[src/rtl/core/sbs_pkg.sv]
`timescale 1ns / 1ps
`default_nettype none

package sbs_pkg;

    // Storage depth and register defaults
    localparam int DEPTH_DEFAULT = 16;
    localparam int SYM_W         = 8;
    localparam int IDX_W         = 4;
    localparam int CNT_W         = 5;
    localparam int STAT_W        = 3;
    localparam logic [CNT_W-1:0] CAP_RESET = 5'd16;

    // Operation codes
    typedef enum logic {
        OP_INSERT = 1'b0,
        OP_READ   = 1'b1
    } t_opcode;

    // Result status codes
    typedef enum logic [STAT_W-1:0] {
        ST_INSERTED = 3'd0,
        ST_PRESENT  = 3'd1,
        ST_FULL     = 3'd2,
        ST_READ_OK  = 3'd3,
        ST_READ_OOR = 3'd4
    } t_status;

    // Control handed to each cell of the row
    typedef struct packed {
        logic                    shift_en;
        logic signed [SYM_W-1:0] symbol;
        logic                    occupied;
        logic                    rd_hit;
    } t_cell_ctl;

    // Compare flags returned by each cell
    typedef struct packed {
        logic ge;
        logic eq;
    } t_cell_flags;

endpackage

`default_nettype wire

[src/rtl/core/sbs_cell.sv]
`timescale 1ns / 1ps
`default_nettype none

module sbs_cell (
    input  wire logic                            i_clk,
    input  wire sbs_pkg::t_cell_ctl              i_ctl,
    input  wire logic signed [sbs_pkg::SYM_W-1:0] i_left_entry,
    input  wire logic                            i_left_ge,
    output logic signed [sbs_pkg::SYM_W-1:0]     o_entry,
    output sbs_pkg::t_cell_flags                 o_flags,
    output logic signed [sbs_pkg::SYM_W-1:0]     o_rd_data
);
    import sbs_pkg::*;

    logic signed [SYM_W-1:0] r_entry;
    logic signed [SYM_W-1:0] n_entry;

    // Compare the held entry against the broadcast symbol
    always_comb begin
        o_flags.ge = !i_ctl.occupied || (r_entry >= i_ctl.symbol);
        o_flags.eq = i_ctl.occupied && (r_entry == i_ctl.symbol);
    end

    // Take the left neighbor past the insert point, the symbol at it, else hold
    always_comb begin
        n_entry = r_entry;
        if (i_ctl.shift_en) begin
            if (i_left_ge) begin
                n_entry = i_left_entry;
            end else if (o_flags.ge) begin
                n_entry = i_ctl.symbol;
            end
        end
    end

    always_ff @(posedge i_clk) begin
        r_entry <= n_entry;
    end

    assign o_entry   = r_entry;
    assign o_rd_data = i_ctl.rd_hit ? r_entry : '0;

endmodule

`default_nettype wire

[src/rtl/core/sorted_byte_set_insert.sv]
`timescale 1ns / 1ps
`default_nettype none

// Sorted set of signed 8-bit symbols held in a row of compare-and-shift cells.
// Each beat either inserts a symbol (refused with status full when the count
// has reached the smaller of the capacity register and DEPTH, reported as
// present when already held, otherwise placed in ascending order) or reads the
// entry at an index. Every input beat yields one result beat in the cycle after
// acceptance, and a new beat is taken every cycle unless input stalls: all cells
// compare against the symbol and shift in the same clock, so the row keeps pace.
// The result sits in an output register; input stalls only while that
// register holds a beat the consumer is stalling. Write capacity only while idle.
module sorted_byte_set_insert #(
    parameter int DEPTH = sbs_pkg::DEPTH_DEFAULT
) (
    input  wire logic                             i_clk,
    input  wire logic                             i_rst_n,
    input  wire logic                             i_cfg_we,
    input  wire logic [sbs_pkg::CNT_W-1:0]        i_cfg_data,
    input  wire logic                             i_in_valid,
    output logic                                  o_in_stall,
    input  wire logic                             i_opcode,
    input  wire logic signed [sbs_pkg::SYM_W-1:0] i_symbol,
    input  wire logic [sbs_pkg::IDX_W-1:0]        i_index,
    output logic                                  o_out_valid,
    input  wire logic                             i_out_stall,
    output logic [sbs_pkg::STAT_W-1:0]            o_status,
    output logic [sbs_pkg::IDX_W-1:0]             o_position,
    output logic [sbs_pkg::CNT_W-1:0]             o_count,
    output logic signed [sbs_pkg::SYM_W-1:0]      o_read_value
);
    import sbs_pkg::*;

    localparam int HW = $clog2(DEPTH + 1);
    localparam int CW = (HW > CNT_W) ? HW : CNT_W;
    localparam int IW = (HW > IDX_W) ? HW : IDX_W;
    localparam logic [HW-1:0] DEPTH_H = HW'(DEPTH);

    logic [HW-1:0]           r_held;
    logic [HW-1:0]           n_held;
    logic [CNT_W-1:0]        r_capacity;
    logic                    r_out_valid;
    t_status                 r_status;
    t_status                 n_status;
    logic [IDX_W-1:0]        r_position;
    logic [IDX_W-1:0]        n_position;
    logic [CNT_W-1:0]        r_count;
    logic signed [SYM_W-1:0] r_read_value;
    logic signed [SYM_W-1:0] n_read_value;

    logic                    in_acc;
    logic                    is_full;
    logic                    found;
    logic                    rd_in_range;
    logic                    shift_en;
    logic [IDX_W-1:0]        ins_pos;
    logic signed [SYM_W-1:0] rd_value;
    logic [CW-1:0]           count_x;

    t_cell_ctl               cell_ctl  [DEPTH];
    t_cell_flags             cell_flg  [DEPTH];
    logic signed [SYM_W-1:0] cell_ent  [DEPTH];
    logic signed [SYM_W-1:0] cell_rd   [DEPTH];
    logic [DEPTH-1:0]        eq_vec;
    logic [DEPTH-1:0]        first_vec;

    assign o_in_stall = r_out_valid && i_out_stall;
    assign in_acc     = i_in_valid && !o_in_stall;

    // Limit is the smaller of capacity and DEPTH
    assign is_full = (CW'(r_held) >= CW'(r_capacity)) || (r_held == DEPTH_H);
    assign found   = |eq_vec;
    assign rd_in_range = IW'(i_index) < IW'(r_held);
    assign shift_en = in_acc && (t_opcode'(i_opcode) == OP_INSERT) && !is_full && !found;

    // Row of cells, each handing its entry and compare flag to the right
    for (genvar g = 0; g < DEPTH; g++) begin : g_cell
        localparam logic [HW-1:0] IDX_H = HW'(g);
        localparam logic [IW-1:0] IDX_I = IW'(g);
        logic signed [SYM_W-1:0] left_entry;
        logic                    left_ge;

        always_comb begin
            cell_ctl[g].shift_en = shift_en;
            cell_ctl[g].symbol   = i_symbol;
            cell_ctl[g].occupied = IDX_H < r_held;
            cell_ctl[g].rd_hit   = (IW'(i_index) == IDX_I) && (IDX_H < r_held);
        end

        if (g == 0) begin : g_head
            assign left_entry = '0;
            assign left_ge    = 1'b0;
        end else begin : g_body
            assign left_entry = cell_ent[g-1];
            assign left_ge    = cell_flg[g-1].ge;
        end

        sbs_cell u_cell (
            .i_clk        (i_clk),
            .i_ctl        (cell_ctl[g]),
            .i_left_entry (left_entry),
            .i_left_ge    (left_ge),
            .o_entry      (cell_ent[g]),
            .o_flags      (cell_flg[g]),
            .o_rd_data    (cell_rd[g])
        );

        assign eq_vec[g]    = cell_flg[g].eq;
        assign first_vec[g] = (g == 0) ? cell_flg[g].ge
                                       : (cell_flg[g].ge && !left_ge);
    end

    // Encode the insert point and gather the read data
    always_comb begin
        ins_pos  = '0;
        rd_value = '0;
        for (int i = 0; i < DEPTH; i++) begin
            ins_pos  = ins_pos | (first_vec[i] ? IDX_W'(i) : '0);
            rd_value = rd_value | cell_rd[i];
        end
    end

    // Result of the accepted beat
    always_comb begin
        n_held       = r_held;
        n_status     = ST_FULL;
        n_position   = '0;
        n_read_value = '0;
        if (t_opcode'(i_opcode) == OP_READ) begin
            n_position = i_index;
            if (rd_in_range) begin
                n_status     = ST_READ_OK;
                n_read_value = rd_value;
            end else begin
                n_status = ST_READ_OOR;
            end
        end else if (is_full) begin
            n_status = ST_FULL;
        end else if (found) begin
            n_status   = ST_PRESENT;
            n_position = ins_pos;
        end else begin
            n_status   = ST_INSERTED;
            n_position = ins_pos;
            n_held     = r_held + HW'(1);
        end
    end

    assign count_x = CW'(n_held);

    // Control state: count, capacity, output valid
    always_ff @(posedge i_clk) begin
        if (!i_rst_n) begin
            r_held      <= '0;
            r_capacity  <= CAP_RESET;
            r_out_valid <= 1'b0;
        end else begin
            if (i_cfg_we) begin
                r_capacity <= i_cfg_data;
            end
            if (in_acc) begin
                r_held      <= n_held;
                r_out_valid <= 1'b1;
            end else if (!i_out_stall) begin
                r_out_valid <= 1'b0;
            end
        end
    end

    // Load the result beat
    always_ff @(posedge i_clk) begin
        if (in_acc) begin
            r_status     <= n_status;
            r_position   <= n_position;
            r_count      <= count_x[CNT_W-1:0];
            r_read_value <= n_read_value;
        end
    end

    assign o_out_valid  = r_out_valid;
    assign o_status     = r_status;
    assign o_position   = r_position;
    assign o_count      = r_count;
    assign o_read_value = r_read_value;

    // Count never exceeds the storage depth
    a_held_bound: assert property (@(posedge i_clk) disable iff (!i_rst_n)
        r_held <= DEPTH_H)
        else $error("held count beyond depth");

    // A successful insert grows the set by exactly one
    a_held_inc: assert property (@(posedge i_clk) disable iff (!i_rst_n)
        (in_acc && n_status == ST_INSERTED) |=> (r_held == $past(r_held) + HW'(1)))
        else $error("insert did not advance count");

    // Sorted row: compare flags switch on at one place at most
    a_sorted: assert property (@(posedge i_clk) disable iff (!i_rst_n)
        $onehot0(first_vec))
        else $error("cell row out of order");

    // No duplicate symbols held
    a_unique: assert property (@(posedge i_clk) disable iff (!i_rst_n)
        $onehot0(eq_vec))
        else $error("duplicate symbol in set");

    // Count holds when no beat is accepted
    a_held_hold: assert property (@(posedge i_clk) disable iff (!i_rst_n)
        !in_acc |=> $stable(r_held))
        else $error("count changed without a beat");

endmodule

`default_nettype wire
[config.mk]
export PLATFORM = sky130hd
export DESIGN_NAME = sorted_byte_set_insert
export DESIGN_NICKNAME = d
export VERILOG_FILES = /design/src/rtl/core/sbs_pkg.sv /design/src/rtl/core/sbs_cell.sv /design/src/rtl/core/sorted_byte_set_insert.sv
export SDC_FILE = /design/constraint.sdc
export NUM_CORES = 1
export LEC_CHECK = 0
export BUFFER_PORTS_ARGS = -buffer_cell sky130_fd_sc_hd__buf_2
export CAP_MARGIN = 20
export CORE_MARGIN = 3
export CORE_UTILIZATION = 30
export DETAILED_ROUTE_END_ITERATION = 16
export PLACE_DENSITY = 0.44
export SETUP_SLACK_MARGIN = 0.15
export SYNTH_ARGS = -nofsm -noshare
export SYNTH_HDL_FRONTEND = slang
export SYNTH_SLANG_ARGS = --single-unit
[constraint.sdc]
create_clock -name i_clk -period 3.4 [get_ports i_clk]
set_input_delay 0.51 -clock i_clk [delete_from_list [all_inputs] [get_ports i_clk]]
set_output_delay 0.51 -clock i_clk [all_outputs]
set_load 0.05 [all_outputs]
Word-level counts from Yosys, hierarchy flattened
Index checks and enable logic that the tools add are counted.
{"block": "op_classes", "multipliers": 0, "n_eq_ne": 33, "div_mod_pow": 0, "n_mux": 72, "add_sub_neg": 1, "n_bitwise": 30, "reduce_logical": 137, "shift": 0, "n_lt_le_gt_ge": 34}
{"cell": "2-to-1 mux 8 bit", "n": 46}
{"cell": "equality test 8 bit", "n": 16}
{"cell": ">= comparator 8 bit", "n": 16}
{"cell": "bitwise OR 8 bit", "n": 15}
{"cell": "logical AND 1 bit", "n": 52}
{"cell": "less-than comparator 4 x 5 -> 1 bit, first input constant", "n": 8}
{"cell": "2-to-1 mux 4 bit", "n": 10}
{"cell": "logical NOT 1 bit", "n": 34}
{"cell": "AND reduction 2 bit", "n": 17}
{"cell": "equality test 4 bit, second input constant", "n": 8}
{"cell": "nonzero test 2 bit", "n": 15}
{"cell": "bitwise OR 4 bit", "n": 7}
{"cell": "less-than comparator 3 x 5 -> 1 bit, first input constant", "n": 4}
{"cell": "2-to-1 mux 3 bit", "n": 6}
{"cell": "logical OR 1 bit", "n": 17}
{"cell": "equality test 4 x 3 -> 1 bit, second input constant", "n": 4}
{"cell": "OR reduction 16 bit", "n": 1}
{"cell": "2-to-1 mux 5 bit", "n": 3}
{"cell": "less-than comparator 1 x 5 -> 1 bit, first input constant", "n": 2}
{"cell": "less-than comparator 2 x 5 -> 1 bit, first input constant", "n": 2}
{"cell": "bitwise OR 3 bit", "n": 3}
{"cell": "equality test 4 x 2 -> 1 bit, second input constant", "n": 2}
{"cell": "2-to-1 mux 2 bit", "n": 3}
{"cell": "adder 5 x 1 -> 5 bit, second input constant", "n": 1}
{"cell": "12 further kinds", "n": 15}
{"block": "totals", "reg_bits": 159, "mem_count": 0, "ramBits": 0, "output_inout_bits": 22, "romBits": 0, "latch_bits": 0}

Depth between registers and ports, before layout
Gate-level depths: netlist of run 1.
{"block": "depth", "depth_word": 22, "mapped_depth": 12}

Hierarchy
From an unflattened synthesis of run 1, not the netlist that was laid out.
{"block": "hier_totals", "hier_cells": 1392, "area_unflattened_um2": 12762.2}
{"mod": "sbs_cell (g_cell[0].u_cell ...)", "seq_area_each_um2": 240.2, "cells_per_inst": 71, "n_inst": 15, "area_per_inst_um2": 656.9}
{"mod": "sorted_byte_set_insert", "seq_area_each_um2": 820.8, "cells_per_inst": 254, "n_inst": 1, "area_per_inst_um2": 2250.9}
{"mod": "sbs_cell (g_cell[4].u_cell)", "seq_area_each_um2": 240.2, "cells_per_inst": 73, "n_inst": 1, "area_per_inst_um2": 658.1}

Worst setup path before layout of run 1
No wires, ideal clock.
{"block": "synth_timing", "kind": "in2reg", "startpoint": "in i_symbol[2] in the netlist's numbering", "endpoint": "reg g_cell[10].u_cell.r_entry[0], enable pin", "path_buffers": 2, "required_time_ns": 3.025, "arrival_time_ns": 3.024, "setup_slack_ns": 0.000, "path_stages": 11, "path_cell_list": "inv_1 ha_1 and4_1 nand3_1 o22ai_1 nor3_1 and4bb_1 buf_4 nand2_4 buf_6 a21oi_1"}
{"block": "synth_via", "elab_chain_cells": 6, "word_cells_on_any_way": 41, "cone_classes": "2 x order compare; 16 x eq/ne; 23 x reduce/logical"}
{"item": "from (decl)", "line_no": "sorted_byte_set_insert.sv:23", "source": "input wire logic signed [sbs_pkg::SYM_W-1:0] i_symbol,"}
{"item": "equality test 8 bit", "line_no": "sbs_cell.sv:21", "source": "o_flags.eq = i_ctl.occupied && (r_entry == i_ctl.symbol);"}
{"item": "logical AND 1 bit", "line_no": "sbs_cell.sv:21"}
{"item": "OR reduction 16 bit", "line_no": "sorted_byte_set_insert.sv:72", "source": "assign found = |eq_vec;"}
{"item": "logical NOT 1 bit", "line_no": "sorted_byte_set_insert.sv:74", "source": "assign shift_en = in_acc && (t_opcode'(i_opcode) == OP_INSERT) && !is_full && !found;"}
{"item": "logical AND 1 bit", "line_no": "sorted_byte_set_insert.sv:74"}
{"item": "AND reduction 2 bit (no source line) *"}
{"item": "to (signal assigned)", "line_no": "sbs_cell.sv:37", "source": "r_entry <= n_entry;"}
{"item": "to (decl)", "line_no": "sbs_cell.sv:15", "source": "logic signed [SYM_W-1:0] r_entry;"}
Mark *: on every way between the ends. The rest lies on a longest branch, timed or not.
A chain may end at the register's enable or synchronous reset.

Worst setup path in the final report of run 1
{"block": "layout_timing", "startpoint": "reg g_cell[13].u_cell.r_entry[6]", "endpoint": "reg r_position[1], in the netlist o_position[1] (data pin)"}
{"block": "layout_via", "elab_chain_cells": 9}
{"item": "from (decl)", "line_no": "sbs_cell.sv:15"}
{"item": "from (signal assigned)", "line_no": "sbs_cell.sv:37"}
{"item": ">= comparator 8 bit", "line_no": "sbs_cell.sv:20", "source": "o_flags.ge = !i_ctl.occupied || (r_entry >= i_ctl.symbol);"}
{"item": "logical OR 1 bit", "line_no": "sbs_cell.sv:20"}
{"item": "logical NOT 1 bit", "line_no": "sorted_byte_set_insert.sv:110", "source": ": (cell_flg[g].ge && !left_ge);"}
{"item": "logical AND 1 bit", "line_no": "sorted_byte_set_insert.sv:110"}
{"item": "2-to-1 mux 4 bit", "line_no": "sorted_byte_set_insert.sv:118", "source": "ins_pos = ins_pos | (first_vec[i] ? IDX_W'(i) : '0);"}
{"item": "bitwise OR 4 bit (2 in series)", "line_no": "sorted_byte_set_insert.sv:118"}
{"item": "2-to-1 mux 4 bit", "line_no": "sorted_byte_set_insert.sv:137", "source": "end else if (is_full) begin"}
{"item": "2-to-1 mux 4 bit", "line_no": "sorted_byte_set_insert.sv:129", "source": "if (t_opcode'(i_opcode) == OP_READ) begin"}
{"item": "via n_position[1]", "line_no": "sorted_byte_set_insert.sv:46", "source": "logic [IDX_W-1:0] n_position;"}
{"item": "to (signal assigned)", "line_no": "sorted_byte_set_insert.sv:174", "source": "r_position <= n_position;"}
{"item": "to (decl)", "line_no": "sorted_byte_set_insert.sv:45", "source": "logic [IDX_W-1:0] r_position;"}
The timed path passes the listed nets, and every way through them passes these cells.

==> metrics.md, run 1 <==
| Metric | Value |
|---|---|
| CP Data Required Time | between 3 and 4 ns |
| Number of buffers added by the clock tree synthesis step | 17 |
| Cell type contributing the most total cell area after synthesis | sky130_fd_sc_hd__edfxtp_1 |
| Most used flip-flop cell after synthesis | sky130_fd_sc_hd__edfxtp_1 |
| Pin count of the biggest net entering global routing | 25 |
| Area of the die | just under 0.04 mm^2 |
| Async set-or-reset flop fraction in the synthesized netlist | 0 |
| Deepest level of the CTS H-tree | 4 |
| Syn Std Cell Area | about 0.011 mm^2 |
| Via count | between 9000 and 10000 |
| Total of warnings raised by yosys | 0 |
| Net count reported at finish | between 1000 and 1500 |
| Antenna violations before repair | 2 |
| Core region area | roughly 0.036 mm^2 |
| Most used cells in the layout excluding fill and tap cells | sky130_fd_sc_hd__buf_4 (182), sky130_fd_sc_hd__edfxtp_1 (148), sky130_fd_sc_hd__ha_1 (138) |
| Layout area overhead | 26.9% |
| Number of synthesized register bits | 159 |
| Vias in the first global route | 9513 |
| Global route overflow | 0 |
| Ranking of synthesized cells by area | sky130_fd_sc_hd__edfxtp_1 (40%), sky130_fd_sc_hd__ha_1 (16%), sky130_fd_sc_hd__mux2_2 (6.0%) |
| Portion of the post-synthesis area used by sequential elements | 0.424 |
| Most frequent standard cell in the layout excluding fill and tap cells | sky130_fd_sc_hd__buf_4 |
| Startpoint types | flop |
| Net count of the mapped netlist | 1181 |
| Areal power density over the cells | around 370 mW/mm^2 |
| Crit path arrival time | around 3.3 ns |
| Final TNS setup | 0 ns |
| Die Span Y | slightly below 200 um |
| Avg Vias per Cell | about 5.7 |
| Unrepaired setup endpoints after global routing | no |
| Number of failing hold endpoints at the final stage | 0 |
| Max-capacitance violation count | 0 |
| Distinct cell type count after synthesis | 73 |
| Setup Viol. Count Final | 0 |
| Antenna Nets Post-Route | 0 |
| LEAKAGE | 5.59 nW |
| Portion of the clock cycle consumed by the worst path in the final layout | 0.897 |
| Cell Count, Final, Fillers Out | between 1500 and 2000 |
| DRC Markers | 0 |
| Weighted congestion reported at the end of routability-driven placement | approximately 0.97 |
| I/O Buffers | 44 |
| Share of cells above drive strength 1 | 0.303 |
| Fill count | ~3500 |
| Worst slew margin relative to its limit | 0.286 |
| Maximum number of buffers from clock root to sink | 2 |
| I/O Pins | 45 |
| Status | complete, no violations |
| Post-CTS Setup Inserts | 0 |
| Post-Route Skew | around 0.0097 ns |
| Count of flip-flops with a built-in enable after synthesis | approximately 150 |
| Global routing usage summed across all routing layers | 0.233 |
| Clock sink total | around 160 |
| Critical path type | flop to flop |
| Final HPWL DP | around 35000 um |
| Floorplan die width | between 150 and 200 um |
| Total Wirelength | 45300 um |
| Worst-margin pin slew | around 1.1 ns |
| Number of search-and-repair iterations in the first detailed-routing pass | 9 |
| Register-to-register setup slack | ~0.35 ns |
| Post-layout minimum cycle time | slightly above 3 ns |
| First-pass GRT wire length | 65100 um |
| Clock edge transition at the registers on the reported setup and hold paths | about 0.060 ns |
| Clock tree from TritonCTS | yes |
| Cell at the root of the clock tree | sky130_fd_sc_hd__clkbuf_16 |
| Standard-cell row count | a little under 70 |
| Clock insertion delay at the later pin of the skew report | between 0.4 and 0.5 ns |
| CP endpoint kind | flop |
| Total instance count after detailed placement | ~1700 |
| Max frequency | between 300 and 400 MHz |
| Number of instances in the synthesized netlist | between 1000 and 1500 |
| Largest fanout on the critical path | 17 |
| Mean Syn Cell Area | around 11 um^2 |
| Max-slew violation count | 0 |
| Wirelength per Cell | between 20 and 30 um |
| Total of hold buffers inserted after clock tree synthesis | 0 |
| Effective utilization at floorplan | 0.307 |
| Top-area cell type share of the netlist area | 0.404 |
| Peak supply drop | 0.372 mV |
| Iter 0 DRT Violations | about 1400 |
| Path type of the worst min-delay path | input port to flop |
through the flow:
stage	hold WS (ns)	setup WS, ns	power (mW)	util	instance area (um^2)
2_1_floorplan	0.460	0.0695	2.78	-	11000
3_3_place_gp	0.478	-0.273	3.21	0.371	13300
3_5_place_dp	0.490	-0.338	3.21	0.371	13300
4_1_cts	0.256	0.115	5.14	0.388	13900
5_1_grt	0.271	0.162	5.34	0.389	14000
6_report	0.269	0.351	5.13	0.390	14000
cells in the mapped netlist, types with 4 or more instances:
library cell,instances
sky130_fd_sc_hd__nand2b_1,18
sky130_fd_sc_hd__a222oi_1,32
sky130_fd_sc_hd__a221oi_1,9
sky130_fd_sc_hd__buf_6,5
sky130_fd_sc_hd__dfxtp_1,11
sky130_fd_sc_hd__edfxtp_1,148
sky130_fd_sc_hd__nor2_1,51
sky130_fd_sc_hd__o211ai_1,9
sky130_fd_sc_hd__a211oi_1,7
sky130_fd_sc_hd__o22ai_1,6
sky130_fd_sc_hd__o31ai_1,5
sky130_fd_sc_hd__nor3_1,25
sky130_fd_sc_hd__nand3_1,16
sky130_fd_sc_hd__nor3b_1,4
sky130_fd_sc_hd__nand4_1,24
sky130_fd_sc_hd__xnor2_1,4
sky130_fd_sc_hd__a21oi_1,37
sky130_fd_sc_hd__nand2_1,95
sky130_fd_sc_hd__clkbuf_1,17
sky130_fd_sc_hd__buf_2,9
sky130_fd_sc_hd__o21ai_0,81
sky130_fd_sc_hd__a21o_1,16
sky130_fd_sc_hd__nor2b_1,16
sky130_fd_sc_hd__mux2_2,59
sky130_fd_sc_hd__a22o_1,8
sky130_fd_sc_hd__o21a_1,9
sky130_fd_sc_hd__mux2i_1,10
sky130_fd_sc_hd__inv_1,54
sky130_fd_sc_hd__a31oi_1,15
sky130_fd_sc_hd__a2111oi_0,6
sky130_fd_sc_hd__ha_1,138
sky130_fd_sc_hd__nor4_1,9
sky130_fd_sc_hd__and4_1,4
sky130_fd_sc_hd__and3_1,9
area by class of cell:
| class | count | area, um^2 | area share |
|---|---|---|---|
| Antenna cell | 1 | 2.50 | 0.000179 |
| Clock buffer | 17 | 425 | 0.0305 |
| Clock inverter | 15 | 163 | 0.0117 |
| Inverter | 54 | 229 | 0.0164 |
| Multi-Input combinational cell | 773 | 6060 | 0.434 |
| Sequential cell | 159 | 4660 | 0.334 |
| Tap cell | 461 | 577 | 0.0413 |
| Timing Repair Buffer | 240 | 1840 | 0.132 |
metal layers:
layer | track usage | vias to the layer above | wire (um)
met4 | 0.0873 | 0 | 1580
met1 | 0.324 | 4818 | 20000
li1 | - | 4475 | -
met2 | 0.361 | 436 | 20000
met5 | 0 | - | 0
met3 | 0.0449 | 76 | 3700
state kept, by name (all words and copies together) (netlist names):
signal	cells
g_cell.u_cell.o_entry	128
r_held	5
o_status	3
o_out_valid	1
o_read_value	8
r_capacity	5
o_position	4
o_count	5
power breakdown:
part | leakage, nW | switching, mW | internal (mW)
Sequential | 1.48 | 0.0930 | 2.24
Combinational | 3.83 | 0.507 | 0.349
Clock | 0.282 | 0.845 | 1.09
worst max-delay path, stage by stage (launching register included):
cell and delay (ns):
sky130_fd_sc_hd__edfxtp_1 0.51, sky130_fd_sc_hd__ha_1 0.34, sky130_fd_sc_hd__buf_4 0.14, sky130_fd_sc_hd__a2111oi_1 0.37
sky130_fd_sc_hd__a21oi_1 0.10, sky130_fd_sc_hd__or4_1 0.59, sky130_fd_sc_hd__buf_4 0.26, sky130_fd_sc_hd__nand2b_1 0.16
sky130_fd_sc_hd__a221oi_1 0.12, sky130_fd_sc_hd__a31oi_1 0.28
final timing paths:
| path | from | end | cells past startpoint |
|---|---|---|---|
| worst min-delay path | i_cfg_data[4] | r_capacity[4]$_SDFFE_PN1P_ | 3 |
| worst min register to register | r_capacity[2]$_SDFFE_PN0P_ | r_capacity[2]$_SDFFE_PN0P_ | 2 |
| worst max register to register | g_cell[13].u_cell.o_entry[6]$_DFFE_PP_ | o_position[1]$_DFFE_PP_ | 9 |
| worst max-delay path | g_cell[13].u_cell.o_entry[6]$_DFFE_PP_ | o_position[1]$_DFFE_PP_ | 9 |
kinds of logic after synthesis:
kind of cell | Yosys count | share of synthesized area
flip-flops | 159 | 0.424
XOR/XNOR | 4 | 0.00318
AO/OA/AOI/OAI | 269 | 0.174
AND/OR/NAND/NOR | 293 | 0.138
adder cells (fa/ha/maj) | 138 | 0.157
multiplexers | 69 | 0.0695
buffers and inverters | 88 | 0.0351
repair_timing:
item,in CTS,in global routing
setup endpoints to repair,104,129
cloned,0,0
resized for setup,3,16
pin swaps,0,1
(Power assumes the default switching activity.)
==> run 2, diff against run 1 <==
Settings changed: ABC_AREA from default to 1.
==> run 2 against run 1 <==
  * Worst hold slack got worse by 0.0067 ns
  * Largest power group unchanged
  * Power increased by 17%
  * Critical path type unchanged
  * Combinational power increased by 73%
  * Final area decreased by 4.5%
==> metrics.md, run 2 <==
| Metric | Value |
|---|---|
| Status | complete, no violations (unchanged) |
| Floorplan die width | 201 um (was 197 um) |
| Critical path type | flop to flop (unchanged) |
| Max frequency | 332 MHz (was 328 MHz) |
| Global routing usage summed across all routing layers | 0.207 (was 0.233) |
| Areal power density over the cells | 448 mW/mm^2 (was 367 mW/mm^2) |
| Cell type contributing the most total cell area after synthesis | sky130_fd_sc_hd__edfxtp_1 (unchanged) |
| Layout area overhead | 16.4% (was 26.9%) |
| Portion of the clock cycle consumed by the worst path in the final layout | 0.885 (was 0.897) |
| Cell at the root of the clock tree | sky130_fd_sc_hd__clkbuf_16 (unchanged) |
| Syn Std Cell Area | 0.0115 mm^2 (was 0.0110 mm^2) |
| Most frequent standard cell in the layout excluding fill and tap cells | sky130_fd_sc_hd__nand2_1 (was sky130_fd_sc_hd__buf_4) |
| Avg Vias per Cell | 5.05 (was 5.70) |
| Unrepaired setup endpoints after global routing | no (unchanged) |
| Antenna violations before repair | 0 (was 2) |
| Vias in the first global route | 9904 (was 9513) |
| Most used cells in the layout excluding fill and tap cells | sky130_fd_sc_hd__nand2_1 (432), sky130_fd_sc_hd__inv_1 (180), sky130_fd_sc_hd__edfxtp_1 (148) (was sky130_fd_sc_hd__buf_4 (182), sky130_fd_sc_hd__edfxtp_1 (148), sky130_fd_sc_hd__ha_1 (138)) |
| Deepest level of the CTS H-tree | 4 (unchanged) |
| Iter 0 DRT Violations | 1062 (was 1363) |
| Slowest Stage Delay on Critical Path | 0.51 ns (was 0.59 ns) |
| Cell with the largest stage delay on the worst path | sky130_fd_sc_hd__nor3_1 (was sky130_fd_sc_hd__or4_1) |
| Portion of the post-synthesis area used by sequential elements | 0.407 (was 0.424) |
| I/O Buffers | 44 (unchanged) |
| Number of failing hold endpoints at the final stage | 0 (unchanged) |
| Number of search-and-repair iterations in the first detailed-routing pass | 7 (was 9) |
| Effective utilization at floorplan | 0.308 (was 0.307) |
| Place WS | 0.138 ns (was -0.338 ns) |
| Flip-flop count of the largest register, all copies and words added | 128 (unchanged) |
| Weighted congestion reported at the end of routability-driven placement | 0.941 (was 0.966) |
| First-pass GRT wire length | 62400 um (was 65100 um) |
| Total Wirelength | 41800 um (was 45300 um) |
| Async set-or-reset flop fraction in the synthesized netlist | 0 (unchanged) |
| Antenna Nets Post-Route | 0 (unchanged) |
| Ranking of synthesized cells by area | sky130_fd_sc_hd__edfxtp_1 (39%), sky130_fd_sc_hd__ha_1 (15%), sky130_fd_sc_hd__nand2_1 (14%) (was sky130_fd_sc_hd__edfxtp_1 (40%), sky130_fd_sc_hd__ha_1 (16%), sky130_fd_sc_hd__mux2_2 (6.0%)) |
| CP Data Required Time | 3.58 ns (was 3.67 ns) |
| LEAKAGE | 6.41 nW (was 5.59 nW) |
| Standard-cell row count | 70 (was 69) |
| Worst setup slack after layout | 0.390 ns (was 0.351 ns) |
| Number of instances in the synthesized netlist | 1442 (was 1020) |
| Wirelength per Cell | 20.4 um (was 26.3 um) |
| Via count | 10400 (was 9805) |
| Path type of the worst min-delay path | input port to flop (unchanged) |
| Cell Count, Final, Fillers Out | 2050 (was 1720) |
| Largest fanout on the critical path | 9 (was 17) |
| Area of the die | 0.0406 mm^2 (was 0.0390 mm^2) |
| Max-capacitance violation count | 0 (unchanged) |
| Post-layout minimum cycle time | 3.01 ns (was 3.05 ns) |
| Count of flip-flops with a built-in enable after synthesis | 148 (unchanged) |
| Mean Syn Cell Area | 7.94 um^2 (was 10.8 um^2) |
| Standard cell area after detailed placement | 0.0127 mm^2 (was 0.0133 mm^2) |
| Total instance count after detailed placement | 2018 (was 1686) |
| DRC Markers | 0 (unchanged) |
| Net count reported at finish | 1694 (was 1406) |
| Worst-margin pin slew | 0.652 ns (was 1.06 ns) |
| Number of synthesized register bits | 159 (unchanged) |
| Clock sink total | 159 (unchanged) |
| Distinct cell type count after synthesis | 46 (was 73) |
| Net count of the mapped netlist | 1603 (was 1181) |
| Maximum number of buffers from clock root to sink | 2 (unchanged) |
| Hold Path Stages | 1 (was 3) |
| I/O Pins | 45 (unchanged) |
| Final TNS setup | 0 ns (unchanged) |
| Post-CTS Setup Inserts | 0 (unchanged) |
| Most used cell, CP | sky130_fd_sc_hd__nand2_1 (was sky130_fd_sc_hd__buf_4) |
| Antenna cell count | 0 (was 1) |
| Synth top cells by count | sky130_fd_sc_hd__nand2_1 (432), sky130_fd_sc_hd__inv_1 (180), sky130_fd_sc_hd__edfxtp_1 (148) (was sky130_fd_sc_hd__edfxtp_1 (148), sky130_fd_sc_hd__ha_1 (138), sky130_fd_sc_hd__nand2_1 (95)) |
| Most used flip-flop cell after synthesis | sky130_fd_sc_hd__edfxtp_1 (unchanged) |
| Top-area cell type share of the netlist area | 0.388 (was 0.404) |
| Total of warnings raised by yosys | 0 (unchanged) |
| Peak supply drop | 0.362 mV (was 0.372 mV) |
| Share of cells above drive strength 1 | 0.102 (was 0.303) |
| Worst slew margin relative to its limit | 0.562 (was 0.286) |
| Post-Route Skew | 0.0151 ns (was 0.00971 ns) |
| Clock tree from TritonCTS | yes (unchanged) |
| Clock edge transition at the registers on the reported setup and hold paths | 0.07 ns (was 0.06 ns) |
| Startpoint types | flop (unchanged) |
| Most frequent cell after synthesis | sky130_fd_sc_hd__nand2_1 (was sky130_fd_sc_hd__edfxtp_1) |
| Worst Reg2Reg Path Length in Cells | 10 (was 9) |
| Number of gates resized after cts | 0 (was 3) |
| Clock insertion delay at the later pin of the skew report | 0.45 ns (was 0.46 ns) |
| Global route overflow | 0 (unchanged) |
| Core region area | 0.0371 mm^2 (was 0.0358 mm^2) |
| Critical-path cell list | nor2_4 -> nand2_1 -> nand4_1 -> inv_1 -> nand2_1 -> o21ai_0 -> a21oi_1 -> nand3_1 -> nor3_1 -> nor2_1 (was ha_1 -> buf_4 -> a2111oi_1 -> a21oi_1 -> or4_1 -> buf_4 -> nand2b_1 -> a221oi_1 -> a31oi_1) |
| Final HPWL DP | 33100 um (was 35400 um) |
| Number of buffers added by the clock tree synthesis step | 17 (unchanged) |
| Fin area | 0.0133 mm^2 (was 0.0140 mm^2) |
| Pin count of the biggest net entering global routing | 30 (was 25) |
| Setup Viol. Count Final | 0 (unchanged) |
| Crit path arrival time | 3.19 ns (was 3.32 ns) |
| Total of hold buffers inserted after clock tree synthesis | 0 (unchanged) |
| Max-slew violation count | 0 (unchanged) |
| Die Span Y | 201 um (was 197 um) |
| CP endpoint kind | flop (unchanged) |
==> run 2: metrics by stage <==
stage,hold slack [ns],total power [mW],utilization
2_1_floorplan,0.437,3.46,-
3_3_place_gp,0.458,4.05,0.343
3_5_place_dp,0.466,4.06,0.343
4_1_cts,0.239,6.01,0.359
5_1_grt,0.253,6.30,0.359
6_report,0.262,5.97,0.359
==> run 2: worst paths after layout <==
kind / start / end / slack (ns)
max reg2reg: r_held[4]$_SDFFE_PN0P_ / o_read_value[3]$_SDFFCE_PN0P_ / 0.39
max: r_held[4]$_SDFFE_PN0P_ / o_read_value[3]$_SDFFCE_PN0P_ / 0.39
min: i_symbol[6] / g_cell[0].u_cell.o_entry[6]$_DFFE_PP_ / 0.26
min reg2reg: r_capacity[3]$_SDFFE_PN0P_ / r_capacity[3]$_SDFFE_PN0P_ / 0.47
==> run 2: layout make-up <==
cell class / instances / area (um^2)
well taps: 504 / 631
multi-input cells: 1065 / 5950
repair buffers: 105 / 803
flip-flops and latches: 159 / 4660
clock inverters: 6 / 83.8
clock buffers: 26 / 499
fillers: 3997 / 23800
inverters: 185 / 694
==> run 2: report_power, final <==
part	switching (mW)	internal (mW)	total, mW
Clock	0.794	1.16	1.95
Combinational	0.991	0.487	1.48
Sequential	0.168	2.38	2.55
==> run 2: critical path: cells and delay by family, from the launching register on <==
kind | cells | cell delay, ns
AND/OR/NAND/NOR | 7 | 1.86
flip-flops | 1 | 0.48
AO/OA/AOI/OAI | 2 | 0.24
buffers and inverters | 1 | 0.15
==> run 2: kinds of logic after synthesis <==
group                      count (synthesis)  share of synthesized area
buffers and inverters                    218                     0.0732
muxes                                      3                    0.00284
AOI/OAI and AO/OA                        267                      0.129
adders and majority gates                138                      0.151
DFF                                      159                      0.407
and+or+nand+nor                          656                      0.236
xor gates and xnor gates                   1                   0.000765
==> run 2: per-layer routing <==
| metal | wire [um] | vias up | global-route usage |
|---|---|---|---|
| li1 | - | 5061 | - |
| met1 | 19000 | 4860 | 0.284 |
| met5 | 86 | - | 0.0155 |
| met2 | 18500 | 358 | 0.320 |
| met3 | 2900 | 71 | 0.0442 |
| met4 | 1350 | 2 | 0.0735 |
